<file path="src/hw/rtl/dedup_task_queue_with_rescan_macros.svh">
// Assertion macros for the task queue block.
`ifndef DEDUP_TASK_QUEUE_WITH_RESCAN_MACROS_SVH
`define DEDUP_TASK_QUEUE_WITH_RESCAN_MACROS_SVH
`ifndef SYNTH
`define DTQ_ASSERT(label, clk, rstn, prop, msg) \
  label: assert property (@(posedge clk) disable iff (!rstn) prop) else $error(msg);
`define DTQ_ASSERT_NORST(label, clk, prop, msg) \
  label: assert property (@(posedge clk) prop) else $error(msg);
`else
`define DTQ_ASSERT(label, clk, rstn, prop, msg)
`define DTQ_ASSERT_NORST(label, clk, prop, msg)
`endif
`endif

</file>
<file path="src/hw/rtl/dtq_pkg.sv">
// ----------------------------------------------------------------------------
// dtq_pkg
// Shared types and codes for the deduplicating task queue.
// ----------------------------------------------------------------------------
package dtq_pkg;
  localparam int unsigned QueueDepthDefault = 32;

  typedef enum logic [2:0] {
    OP_PUSH_LID = 3'd0,
    OP_PUSH_GID = 3'd1,
    OP_POP      = 3'd2,
    OP_CLEAR    = 3'd3,
    OP_SCHED    = 3'd4,
    OP_TICK     = 3'd5
  } op_e;

  localparam logic [2:0] StAdded   = 3'd0;
  localparam logic [2:0] StDup     = 3'd1;
  localparam logic [2:0] StIgnored = 3'd2;
  localparam logic [2:0] StFlushed = 3'd3;
  localparam logic [2:0] StPopped  = 3'd4;
  localparam logic [2:0] StEmpty   = 3'd5;
  localparam logic [2:0] StDone    = 3'd6;

  // one command transaction handed from front to back
  typedef struct packed {
    logic [2:0]  op;
    logic [15:0] lid;
    logic [63:0] gid_high;
    logic [63:0] gid_low;
    logic [15:0] pkey;
    logic [15:0] delay;
  } cmd_t;

  typedef struct packed {
    logic [2:0]  status;
    logic [15:0] lid;
    logic [63:0] gid_high;
    logic [63:0] gid_low;
    logic [15:0] pkey;
    logic        pending;
    logic [5:0]  held;
    logic        wake;
  } res_t;
endpackage

</file>
<file path="src/hw/rtl/dtq_front.sv">
// ----------------------------------------------------------------------------
// dtq_front
// Input stage: two-entry command queue between the port and the engine.
// ----------------------------------------------------------------------------
module dtq_front (
  input  logic          clk_i,
  input  logic          rst_ni,
  input  logic          push_i,
  output logic          full_o,
  input  dtq_pkg::cmd_t cmd_i,
  output logic          cvalid_o,
  input  logic          ctake_i,
  output dtq_pkg::cmd_t cmd_o
);
  import dtq_pkg::*;

  cmd_t       mem_q [2];
  logic       wp_q, rp_q;
  logic [1:0] cnt_q;
  logic       wr, rd;

  assign full_o   = cnt_q[1];
  assign cvalid_o = (cnt_q != 2'd0);
  assign cmd_o    = mem_q[rp_q];
  assign wr = push_i && !full_o;
  assign rd = ctake_i && cvalid_o;

  always_ff @(posedge clk_i) begin
    if (wr) mem_q[wp_q] <= cmd_i;
  end

  always_ff @(posedge clk_i or negedge rst_ni) begin
    if (!rst_ni) begin
      wp_q <= 1'b0; rp_q <= 1'b0; cnt_q <= 2'd0;
    end else begin
      if (wr) wp_q <= ~wp_q;
      if (rd) rp_q <= ~rp_q;
      cnt_q <= cnt_q + {1'b0, wr} - {1'b0, rd};
    end
  end
endmodule

</file>
<file path="config.mk">
export PLATFORM = sky130hd
export DESIGN_NAME = dtq_front
export DESIGN_NICKNAME = d
export VERILOG_FILES = /design/src/hw/rtl/dedup_task_queue_with_rescan_macros.svh /design/src/hw/rtl/dtq_pkg.sv /design/src/hw/rtl/dtq_front.sv
export SDC_FILE = /design/constraint.sdc
export NUM_CORES = 1
export LEC_CHECK = 0
export ABC_AREA = 1
export BUFFER_PORTS_ARGS = -buffer_cell sky130_fd_sc_hd__buf_4
export CAP_MARGIN = 20
export CORE_ASPECT_RATIO = 0.9
export CORE_MARGIN = 1
export CORE_UTILIZATION = 58
export CTS_BUF_LIST = sky130_fd_sc_hd__clkbuf_2
export CTS_CLUSTER_DIAMETER = 100
export DETAILED_ROUTE_END_ITERATION = 10
export HOLD_SLACK_MARGIN = 0.06
export PLACE_DENSITY_LB_ADDON = 0.12
export SLEW_MARGIN = 20
export SYNTH_ARGS = -nofsm -noshare
export SYNTH_HDL_FRONTEND = slang
export SYNTH_SLANG_ARGS = --single-unit
</file>
<file path="constraint.sdc">
create_clock -name clk_i -period 17.6 [get_ports clk_i]
set_input_delay 2.64 -clock clk_i [delete_from_list [all_inputs] [get_ports clk_i]]
set_output_delay 2.64 -clock clk_i [all_outputs]
set_load 0.03 [all_outputs]
</file>
==> qor.yml <==
status: "finished, final reports clean"
die_x_um: 161
numCtsBuffers: 89
internal_power_uw: 1790
clk_path_buf_depth: 3
root_buffer: "clkbuf_2"
synth_top_area_share_pct: 81.1
utilization_pct: 75.6
avgViaCountPerCell: 4.91
first_global_vias: 8631
gp_congestion: 0.765
core_sq_um: 22400
synth.avg_cell_area_sq_um: 13.8
power.density_nw_per_um2: 180
yosysWarnings: 0
final_nets: 1565
cts_max_level: 3
hold_class: "reg -> reg"
netlist_area_sq_um: 13200
io_pins: 364
synthesis.nets: 1142
p_leak_uw: 0.00741
pwr-share-clk_pct: 17.7
cts_hold_buf: 0
seq_area_sq_um: 10900
place.port_buffers: 363
swShare_pct: 41.6
wire_per_inst_um: 16.3
antenna_found_initial: 2
power.switching_uw: 1270
clk_pin_slew_ns: 0.10
rsz0062_at_grt: "false"
ant_nets: 0
arrival_ns: 3.37
drive_gt1_share_pct: 35.4
area_growth_pct: 28.1
clkSinkCount: 362
period_minus_slack_ns: 6.01
tightest_slew_ns: 1.10
grt_max_degree: 107
initial_utilization_pct: 59.0
min_period_over_period_pct: 34.1
setup_tns_ns: 0
synthTopCellsByArea: "edfxtp_1 (81%), nand2_1 (15%), buf_6 (0.94%), buf_2 (0.87%), dfrtp_1 (0.76%)"
synth_seq_cells: 362
yosys.area.top_type: "edfxtp_1"
cts_tree: "built"
crit_path_max_fanout: 98
hold_viol_final: 0
fp.dieH_um: 145
worst_setup_path_end_kind: "output port"
drt_first_pass_iters: 5
grt_first_pass_wirelength_um: 43100
cts_setup_buffers: 0
grt_overflow_total: 0
finalSetupViolCount: 0
num_vias: 8547
hold_ws_ns: 0.586
num_rows: 52
multiInputGateArea_sq_um: 2120
fillCellCount: 1469
setup.worst_path.start_class: "flip-flop"
peakVddDrop_mv: 0.137
timing.fmax_mhz: 166
syn_inst: 958
slew_violations: 0
hpwl_um: 18000
initialDrtViolationCount: 565
cp.required_ns: 14.96
seq_area_frac_synth_pct: 81.9
relSlewSlack_pct: 26.7
grt_use_total_pct: 24.4
pwr-share-comb_pct: 43.3
cts_resized: 0
routed_wl_um: 28400
finalClockSkew_ns: 0.0596
worstSkewPairLatency_ns: 0.85
pwr-share-seq_pct: 38.9
crit_type: "reg -> out"
ys_types: 16
cap_violations: 0
drc: 0
die-area_sq_um: 23400
[placed cells by master (no fill, tap or decap), types with 2 or more instances in the layout]
cell and instances:
clkinv_2 2, clkbuf_2 127, diode_2 2, xor2_1 3
buf_4 371, bufinv_16 3, dfrtp_1 3, nand2_1 542
edfxtp_1 358, clkinv_1 17, nor2_4 2, inv_1 4
[synth_stat cells, drive strengths merged]
cell type,n
dfrtp,4
clkbuf,1
nand3,1
o21ai,1
edfxtp,358
nand4,1
or2,1
nand2,542
ha,1
nor2,2
inv,5
buf,38
xor2,3
[registers in the layout, summed over array words and instances, names as in the netlist]
register,count
cnt_q,2
mem_q,358
rp_q,1
wp_q,1
[per-stage QoR]
stage	cells	total power, uW	worst slack, ns	cell area [sq um]
6_report	1740	3060	11.59	17000
5_1_grt	1739	3220	11.27	17000
4_1_cts	1738	3090	11.45	17000
3_5_place_dp	1587	2540	11.93	16200
3_3_place_gp	1587	2530	11.97	16200
2_1_floorplan	958	2100	6.69	13200
[routing by layer]
metal / up-vias / global-route usage, % / routed length (um)
li1: 4128 / - / -
met1: 3981 / 27.1 / 10100
met2: 365 / 40.9 / 14400
met3: 73 / 9.46 / 2880
met4: 0 / 12.7 / 1130
met5: - / 0 / 0
[power by group through the flow]
stage	Clock, uW	Combinational, uW	Sequential [uW]
final	543	1330	1190
after detailed placement	0	1330	1210
after global routing	597	1420	1210
after CTS	561	1340	1190
after global placement	0	1320	1200
after floorplan	0	847	1260
[final cells by class]
| type | count | area share (%) |
|---|---|---|
| multi-input combinational | 552 | 12.5 |
| antenna | 2 | 0.0295 |
| tap | 297 | 2.19 |
| sequential | 362 | 64.0 |
| clock buffer | 127 | 3.75 |
| clock inverter | 24 | 1.03 |
| timing repair buffer | 371 | 16.4 |
| inverter | 5 | 0.140 |
[cells by family after synthesis]
logic type	synth area share, %
adders and majority gates	0.0944
buffers and inverters	2.22
AOI/OAI and AO/OA	0.0377
xor gates and xnor gates	0.198
DFF	81.9
and+or+nand+nor	15.5
[worst max-delay path, cell delays in order (launching register included)]
cell and delay, ns:
dfrtp_4 0.44, buf_4 0.78, buf_4 0.83, nand2_1 0.16, nand2_1 0.14, buf_4 0.17
[final timing paths]
check | startpoint | endpoint | slack (ns) | cells after the start
min reg2reg | cnt_q[0]$_DFF_PN0_ | cnt_q[0]$_DFF_PN0_ | 0.59 | 1
min | cnt_q[0]$_DFF_PN0_ | cnt_q[0]$_DFF_PN0_ | 0.59 | 1
max in group asynchronous | rst_ni | rp_q$_DFFE_PN0P_ | 15.86 | 1
max | rp_q$_DFFE_PN0P_ | cmd_o[38] | 11.59 | 5
max reg2reg | cnt_q[1]$_DFF_PN0_ | mem_q[1][34]$_DFFE_PP_ | 14.20 | 5
min in group asynchronous | rst_ni | cnt_q[0]$_DFF_PN0_ | 1.61 | 1
Note: power is estimated with default switching activity, not from simulation.
